## config.mk

```make
export PLATFORM = sky130hd
export DESIGN_NAME = dn_value_escape_trim
export DESIGN_NICKNAME = d
export VERILOG_FILES = /design/src/dvet_pkg.sv /design/src/dn_value_escape_trim.sv /design/src/dvet_front.sv /design/src/dvet_fifo.sv /design/src/dvet_back.sv
export SDC_FILE = /design/constraint.sdc
export NUM_CORES = 1
export LEC_CHECK = 0
export BUFFER_PORTS_ARGS = -buffer_cell sky130_fd_sc_hd__buf_2
export CORE_MARGIN = 2
export CORE_UTILIZATION = 60
export CTS_CLUSTER_SIZE = 25
export DETAILED_ROUTE_END_ITERATION = 8
export MAX_ROUTING_LAYER = met4
export PLACE_DENSITY_LB_ADDON = 0.2
export SYNTH_ARGS = -nofsm -noshare
export SYNTH_HDL_FRONTEND = slang
export SYNTH_SLANG_ARGS = --single-unit
```

## constraint.sdc

```tcl
create_clock -name clk -period 5.35 [get_ports clk]
set_input_delay 1.07 -clock clk [delete_from_list [all_inputs] [get_ports clk]]
set_output_delay 1.07 -clock clk [all_outputs]
set_load 0.005 [all_outputs]
```

## src/dvet_pkg.sv

```systemverilog
// ----------------------------------------------------------------------------
// dvet_pkg
// Shared types, constants and the escape classifier for the DN value
// escape and trim block.
// ----------------------------------------------------------------------------
package dvet_pkg;

    localparam int BYTE_W             = 8;
    localparam int PEND_W             = 6;
    localparam int MAX_PENDING_SPACES = 62;
    localparam int FIFO_DEPTH         = 2;

    localparam logic [BYTE_W-1:0] CH_END    = 8'h00;
    localparam logic [BYTE_W-1:0] CH_SPACE  = 8'h20;
    localparam logic [BYTE_W-1:0] CH_ESCAPE = 8'h5C;
    localparam logic [BYTE_W-1:0] CH_COMMA  = 8'h2C;
    localparam logic [BYTE_W-1:0] CH_EQUAL  = 8'h3D;
    localparam logic [BYTE_W-1:0] CH_NL     = 8'h0A;
    localparam logic [BYTE_W-1:0] CH_PLUS   = 8'h2B;
    localparam logic [BYTE_W-1:0] CH_LT     = 8'h3C;
    localparam logic [BYTE_W-1:0] CH_GT     = 8'h3E;
    localparam logic [BYTE_W-1:0] CH_HASH   = 8'h23;

    // One emit job: held spaces, optional backslash, then the character
    typedef struct packed {
        logic [PEND_W-1:0] spaces;
        logic              esc;
        logic [BYTE_W-1:0] ch;
    } cmd_t;

    function automatic logic needs_escape(input logic [BYTE_W-1:0] ch);
        logic r;
        r = (ch == CH_COMMA) || (ch == CH_EQUAL) || (ch == CH_NL) ||
            (ch == CH_PLUS)  || (ch == CH_LT)    || (ch == CH_GT) ||
            (ch == CH_HASH)  || (ch == CH_ESCAPE);
        return r;
    endfunction

endpackage

```

## src/dn_value_escape_trim.sv

```systemverilog
// ----------------------------------------------------------------------------
// dn_value_escape_trim
// Escapes and trims the spaces of one distinguished-name attribute value.
// ----------------------------------------------------------------------------
// Input channel (in_valid / in_stall / in_byte) takes one character per item;
// a zero byte ends the value. Output channel (out_valid / out_stall /
// out_byte / run_last) gives the emitted bytes; run_last marks the last byte
// caused by one input item. Leading and trailing spaces are dropped, a held
// interior run (saturating at MAX_PENDING_SPACES) goes out before the next
// character, and special characters get a backslash first.
// The job queue, the current-job register and the output register lie in
// the path. A character emits its held spaces, then a backslash if special,
// then itself; spaces and end bytes produce nothing and are taken at 1 per
// cycle while the queue is not full. in_stall rises only when the 2-entry
// job queue between front and back is full. Reset clears the space state,
// the queue and out_valid. While out_stall is high the output byte holds and
// the front keeps taking items until the queue fills.
// ----------------------------------------------------------------------------
module dn_value_escape_trim #(
    parameter int MAX_PENDING_SPACES = dvet_pkg::MAX_PENDING_SPACES
) (
    input  logic                        clk,
    input  logic                        rst_n,
    input  logic                        in_valid,
    output logic                        in_stall,
    input  logic [dvet_pkg::BYTE_W-1:0] in_byte,
    output logic                        out_valid,
    input  logic                        out_stall,
    output logic [dvet_pkg::BYTE_W-1:0] out_byte,
    output logic                        run_last
);
    import dvet_pkg::*;

    logic q_full, q_push, q_pop, q_valid;
    cmd_t push_cmd, head_cmd;

    dvet_front #(
        .MAX_PENDING_SPACES(MAX_PENDING_SPACES)
    ) u_front (
        .clk      (clk),
        .rst_n    (rst_n),
        .in_valid (in_valid),
        .in_stall (in_stall),
        .in_byte  (in_byte),
        .q_full   (q_full),
        .q_push   (q_push),
        .q_cmd    (push_cmd)
    );

    dvet_fifo u_fifo (
        .clk        (clk),
        .rst_n      (rst_n),
        .push       (q_push),
        .push_cmd   (push_cmd),
        .full       (q_full),
        .pop        (q_pop),
        .head_valid (q_valid),
        .head_cmd   (head_cmd)
    );

    dvet_back u_back (
        .clk       (clk),
        .rst_n     (rst_n),
        .q_valid   (q_valid),
        .q_cmd     (head_cmd),
        .q_pop     (q_pop),
        .out_valid (out_valid),
        .out_stall (out_stall),
        .out_byte  (out_byte),
        .run_last  (run_last)
    );

endmodule

```

## src/dvet_front.sv

```systemverilog
// ----------------------------------------------------------------------------
// dvet_front
// Accepts input bytes, tracks the leading/held space state and pushes one
// emit job per character other than space and end byte into the job queue.
// ----------------------------------------------------------------------------
module dvet_front #(
    parameter int MAX_PENDING_SPACES = dvet_pkg::MAX_PENDING_SPACES
) (
    input  logic                        clk,
    input  logic                        rst_n,
    input  logic                        in_valid,
    output logic                        in_stall,
    input  logic [dvet_pkg::BYTE_W-1:0] in_byte,
    input  logic                        q_full,
    output logic                        q_push,
    output dvet_pkg::cmd_t              q_cmd
);
    import dvet_pkg::*;

    typedef enum logic [2:0] {
        MODE_START = 3'b001,
        MODE_AFTER = 3'b010,
        MODE_RUN   = 3'b100
    } mode_t;

    localparam logic [PEND_W-1:0] PEND_MAX = PEND_W'(MAX_PENDING_SPACES);

    mode_t             mode_reg, mode_next;
    logic [PEND_W-1:0] pend_reg, pend_next;
    logic              accept;

    assign in_stall = q_full;
    assign accept   = in_valid && !q_full;

    // Job for a character other than a space or end byte
    always_comb
    begin
        q_cmd.spaces = (mode_reg == MODE_RUN) ? pend_reg : '0;
        q_cmd.esc    = needs_escape(in_byte);
        q_cmd.ch     = in_byte;
        q_push       = accept && (in_byte != CH_END) && (in_byte != CH_SPACE);
    end

    // Space tracking
    always_comb
    begin
        mode_next = mode_reg;
        pend_next = pend_reg;
        if (accept)
        begin
            if (in_byte == CH_END)
            begin
                mode_next = MODE_START;
                pend_next = '0;
            end
            else if (in_byte == CH_SPACE)
            begin
                unique case (mode_reg)
                    MODE_START: mode_next = MODE_START;
                    MODE_AFTER:
                    begin
                        mode_next = MODE_RUN;
                        pend_next = PEND_W'(1);
                    end
                    MODE_RUN:
                    begin
                        if (pend_reg < PEND_MAX)
                            pend_next = pend_reg + PEND_W'(1);
                    end
                    default: mode_next = MODE_START;
                endcase
            end
            else
            begin
                mode_next = MODE_AFTER;
                pend_next = '0;
            end
        end
    end

    always_ff @(posedge clk or negedge rst_n)
    begin
        if (!rst_n)
        begin
            mode_reg <= MODE_START;
            pend_reg <= '0;
        end
        else
        begin
            mode_reg <= mode_next;
            pend_reg <= pend_next;
        end
    end

endmodule

```

## src/dvet_fifo.sv

```systemverilog
// ----------------------------------------------------------------------------
// dvet_fifo
// Short job queue between the front and back parts.
// ----------------------------------------------------------------------------
module dvet_fifo (
    input  logic           clk,
    input  logic           rst_n,
    input  logic           push,
    input  dvet_pkg::cmd_t push_cmd,
    output logic           full,
    input  logic           pop,
    output logic           head_valid,
    output dvet_pkg::cmd_t head_cmd
);
    import dvet_pkg::*;

    localparam int PTR_W = (FIFO_DEPTH > 1) ? $clog2(FIFO_DEPTH) : 1;
    localparam int CNT_W = $clog2(FIFO_DEPTH + 1);

    cmd_t             mem_reg [FIFO_DEPTH];
    logic [PTR_W-1:0] wr_ptr_reg, wr_ptr_next;
    logic [PTR_W-1:0] rd_ptr_reg, rd_ptr_next;
    logic [CNT_W-1:0] cnt_reg, cnt_next;
    logic             do_push, do_pop;

    assign full       = (cnt_reg == CNT_W'(FIFO_DEPTH));
    assign head_valid = (cnt_reg != '0);
    assign head_cmd   = mem_reg[rd_ptr_reg];
    assign do_push    = push && !full;
    assign do_pop     = pop && head_valid;

    function automatic logic [PTR_W-1:0] ptr_inc(input logic [PTR_W-1:0] p);
        logic [PTR_W-1:0] r;
        r = (p == PTR_W'(FIFO_DEPTH - 1)) ? '0 : p + PTR_W'(1);
        return r;
    endfunction

    // Pointer and occupancy update
    always_comb
    begin
        wr_ptr_next = do_push ? ptr_inc(wr_ptr_reg) : wr_ptr_reg;
        rd_ptr_next = do_pop  ? ptr_inc(rd_ptr_reg) : rd_ptr_reg;
        cnt_next    = cnt_reg;
        if (do_push && !do_pop)
            cnt_next = cnt_reg + CNT_W'(1);
        else if (!do_push && do_pop)
            cnt_next = cnt_reg - CNT_W'(1);
    end

    always_ff @(posedge clk or negedge rst_n)
    begin
        if (!rst_n)
        begin
            wr_ptr_reg <= '0;
            rd_ptr_reg <= '0;
            cnt_reg    <= '0;
        end
        else
        begin
            wr_ptr_reg <= wr_ptr_next;
            rd_ptr_reg <= rd_ptr_next;
            cnt_reg    <= cnt_next;
        end
    end

    // Storage
    always_ff @(posedge clk)
    begin
        if (do_push)
            mem_reg[wr_ptr_reg] <= push_cmd;
    end

endmodule

```

## src/dvet_back.sv

```systemverilog
// ----------------------------------------------------------------------------
// dvet_back
// Takes emit jobs from the queue and sends their bytes out one per cycle
// through a registered output stage while out_stall does not hold it.
// ----------------------------------------------------------------------------
module dvet_back (
    input  logic                        clk,
    input  logic                        rst_n,
    input  logic                        q_valid,
    input  dvet_pkg::cmd_t              q_cmd,
    output logic                        q_pop,
    output logic                        out_valid,
    input  logic                        out_stall,
    output logic [dvet_pkg::BYTE_W-1:0] out_byte,
    output logic                        run_last
);
    import dvet_pkg::*;

    logic              cur_valid_reg, cur_valid_next;
    cmd_t              cur_reg, cur_next;
    logic              ov_reg, ov_next;
    logic [BYTE_W-1:0] ob_reg, ob_next;
    logic              ol_reg, ol_next;
    logic              advance, final_step;

    assign advance    = !ov_reg || !out_stall;
    assign final_step = (cur_reg.spaces == '0) && !cur_reg.esc;
    assign q_pop      = q_valid && (!cur_valid_reg || (advance && final_step));

    assign out_valid = ov_reg;
    assign out_byte  = ob_reg;
    assign run_last  = ol_reg;

    // Emit sequencer: spaces, then backslash, then the character
    always_comb
    begin
        cur_valid_next = cur_valid_reg;
        cur_next       = cur_reg;
        ov_next        = ov_reg;
        ob_next        = ob_reg;
        ol_next        = ol_reg;
        if (advance)
        begin
            ov_next = cur_valid_reg;
            if (cur_valid_reg)
            begin
                priority if (cur_reg.spaces != '0)
                begin
                    ob_next         = CH_SPACE;
                    ol_next         = 1'b0;
                    cur_next.spaces = cur_reg.spaces - PEND_W'(1);
                end
                else if (cur_reg.esc)
                begin
                    ob_next      = CH_ESCAPE;
                    ol_next      = 1'b0;
                    cur_next.esc = 1'b0;
                end
                else
                begin
                    ob_next        = cur_reg.ch;
                    ol_next        = 1'b1;
                    cur_valid_next = 1'b0;
                end
            end
        end
        if (q_pop)
        begin
            cur_valid_next = 1'b1;
            cur_next       = q_cmd;
        end
    end

    always_ff @(posedge clk or negedge rst_n)
    begin
        if (!rst_n)
        begin
            cur_valid_reg <= 1'b0;
            ov_reg        <= 1'b0;
        end
        else
        begin
            cur_valid_reg <= cur_valid_next;
            ov_reg        <= ov_next;
        end
    end

    // Payload registers
    always_ff @(posedge clk)
    begin
        cur_reg <= cur_next;
        ob_reg  <= ob_next;
        ol_reg  <= ol_next;
    end

endmodule

```

==> impl_metrics.json <==
{
  "outcome": "finished clean",
  "synth_edf_count": 54,
  "via_count": 1715,
  "yosysTopAreaCell": "edfxtp_1",
  "async_flop_share_pct": 21.7,
  "clk_pin_slew_ns": 0.07,
  "largest_reg_flops": 30,
  "start_util_pct": 63.5,
  "ys_ff_latch": 69,
  "whs_path_depth": 1,
  "grt_usage_pct": 19.6,
  "io_buffers": 22,
  "crit_family": "simple AND/OR/NAND/NOR gates",
  "worst-path-max-fanout": 16,
  "tritoncts": "done",
  "worstMarginPinSlew_ns": 0.784,
  "dp.cells": 303,
  "synth_ff_type": "edfxtp_1",
  "cap_viol_max_count": 0,
  "yosysTopAreaCellShare_pct": 53.0,
  "peakVddDrop_v": 0.000302,
  "ys_warn_count": 0,
  "die_area_um2": 5680,
  "cts_setup_buffers": 0,
  "criticalPathCategory": "primary input to flop",
  "wire_per_inst_um": 14.3,
  "avgSynthCellArea_um2": 14.0,
  "crit_arrival_ns": 2.93,
  "finalHoldViolCount": 0,
  "finish.instance_area_um2": 3480,
  "antenna_found_initial": 0,
  "cts_hold_buf": 0,
  "hold_ws_ns": 0.507,
  "max_freq_mhz": 373,
  "die_x_um": 75.4,
  "worstHoldStart": "u_front.mode_reg[1]$_DFFE_PN0P_",
  "synth_fp_nets": 234,
  "critPathBufInv": 3,
  "grt_max_degree": 17,
  "hpwl_um": 3060,
  "path_cells": "buf_2 -> nand2_1 -> inv_1 -> o31ai_4 -> and2b_1 -> inv_6 -> ha_1 -> xor2_1 -> nor2_1 -> xor2_1",
  "swShare_pct": 25.7,
  "netlist_top_cells_area": "edfxtp_1 (53%), dfrtp_1 (11%), mux2i_1 (4.3%)",
  "total_power_uw": 1510,
  "pin_count": 23,
  "cts_max_level": 3,
  "skew_ns": 0.00822,
  "synthesis.area_um2": 3060,
  "clockBufferDepth": 2,
  "tns_ns": 0,
  "via_per_inst": 5.38,
  "p_clk_share_pct": 33.7,
  "drt-initial-drc-count": 77,
  "setup_viol": 0,
  "drv_slew": 0,
  "num_rows": 25,
  "critical_path.startpoint_type": "primary input",
  "syn_inst": 218,
  "worstHoldEndpoint": "u_front.mode_reg[1]$_DFFE_PN0P_",
  "root_buffer": "clkbuf_8",
  "ys_types": 48,
  "fillers": 338,
  "cts_made_buffers": 9,
  "drc": 0,
  "gp_congestion": 0.857,
  "pwr-share-seq_pct": 50.1,
  "cpMostUsedCell": "xor2_1",
  "required_ns": 5.60,
  "drive_above_1_share_pct": 22.6,
  "grt_pass1_wl_um": 7560,
  "hp-class": "flop to flop",
  "p_comb_share_pct": 16.2,
  "max_slew_margin_pct": 47.7,
  "reg2reg_to": "u_fifo.cnt_reg[1]$_DFFE_PN0P_",
  "r2r-start": "u_back.cur_reg[11]$_DFFE_PP_",
  "drtAntennaViolNets": 0,
  "cts_resized": 0,
  "core_area_um2": 4820,
  "cts_sinks": 69,
  "power.density_nw_per_um2": 435,
  "insertedDiodeCount": 0,
  "syn2layout_area_growth_pct": 13.7,
  "dpl_cell_area_um2": 3230,
  "clock_latency_ns": 0.33,
  "instances_no_fill": 319,
  "die_y_um": 75.4,
  "final.min_clock_period_ns": 2.68,
  "overflow": 0,
  "internal-power_uw": 1120,
  "reg2reg_depth": 9,
  "slowest_delay_ns": 0.65,
  "firstDrtPassIters": 6,
  "fin_nets": 263,
  "endpoint_kind": "flop",
  "grt_pass1_vias": 1538,
  "worst_path_max_delay_cell": "and2b_1",
  "power_leakage_uw": 0.00137,
  "rrSetupSlack_ns": 2.72,
  "power.switching_uw": 389,
  "min_period_over_period_pct": 50.1,
  "rsz0062_at_grt": "false",
  "wl_um": 4560,
  "synth_seq_area_share_pct": 65.3
}
logic make-up (layout without fill, tap and decap cells):
family / after synthesis / count (layout) / share of synthesized area (%)
and+or+nand+nor: 77 / 77 / 13.9
muxes: 21 / 21 / 7.20
DFF: 69 / 69 / 65.3
buffers and inverters: 13 / 47 / 2.17
xor gates and xnor gates: 9 / 9 / 2.82
AOI/OAI and AO/OA: 24 / 24 / 6.59
adders and majority gates: 5 / 5 / 1.96
layer usage:
layer  part of all wire (%)  vias to the layer above  track usage, %
met1                     48                      804            26.4
met4                    1.1                        0            8.77
met3                    4.2                        5            6.35
met2                     46                       40            27.2
li1                       -                      866               -
met5                      0                        -               -
metrics by stage:
stage | utilization, % | setup WS [ns]
CTS | 72.2 | 2.66
finish | 72.2 | 2.67
floorplan | - | 2.65
global route | 72.2 | 2.51
global placement | 67.0 | 2.39
detailed placement | 67.0 | 2.35
worst max path at each step:
stage	start	to	slack [ns]	cells after the start
after global placement	out_stall	u_fifo.cnt_reg[1]$_DFFE_PN0P_	2.39	10
after CTS	out_stall	u_fifo.cnt_reg[1]$_DFFE_PN0P_	2.66	10
after detailed placement	out_stall	u_fifo.cnt_reg[1]$_DFFE_PN0P_	2.35	10
final	out_stall	u_fifo.cnt_reg[1]$_DFFE_PN0P_	2.67	10
after global routing	u_back.cur_reg[11]$_DFFE_PP_	u_fifo.cnt_reg[1]$_DFFE_PN0P_	2.51	9
after floorplan	in_valid	u_fifo.mem_reg[0][0]$_DFFE_PP_	2.65	3
layout make-up:
class | count | area [um2] | area share (%)
timing repair buffer | 23 | 118 | 3.38
sequential | 69 | 2000 | 57.5
clock inverter | 5 | 108 | 3.09
tap | 67 | 83.8 | 2.41
clock buffer | 11 | 141 | 4.07
multi-input combinational | 136 | 993 | 28.6
inverter | 8 | 35.0 | 1.01
worst reg2reg max path: cells and delay by family (launching register included):
family,cells,cell delay (ns)
compound gates,1,0.20
xor+xnor,2,0.32
fa+ha+maj,1,0.23
buf+inv,1,0.07
flops,1,0.45
simple gates,4,1.26
cell usage in the layout (no fill, tap or decap), types with 5 or more instances in the layout:
master,instances
nor2_1,25
inv_1,7
mux2i_1,13
and2_1,11
buf_2,22
nand2_1,12
clkbuf_8,10
nand3_1,9
xor2_1,5
mux2_2,8
edfxtp_1,54
dfrtp_1,14
synth_stat cells (2+ instances only):
cell      instances
o41ai_1           2
a211oi_1          3
mux2_2            8
nand2b_1          4
a21o_1            2
mux2i_1          13
a21oi_1           3
xor2_1            5
ha_1              4
nand4b_1          2
nor2_1           25
nor3_1            2
nand2_1          12
xnor2_1           3
clkbuf_1          2
edfxtp_1         54
nand3_1           9
inv_1             7
and2_1           11
o21ai_0           2
o22ai_1           2
dfrtp_1          14
nor3b_1           3
a21o_2            2
power by group through the flow:
stage          sequential, uW  clock [uW]  combinational (uW)
6_report                  758         510                 245
5_1_grt                   769         542                 272
4_1_cts                   759         517                 246
3_5_place_dp              768           0                 239
3_3_place_gp              764           0                 234
2_1_floorplan             727           0                 208
Power figures use the tool's default switching activity.
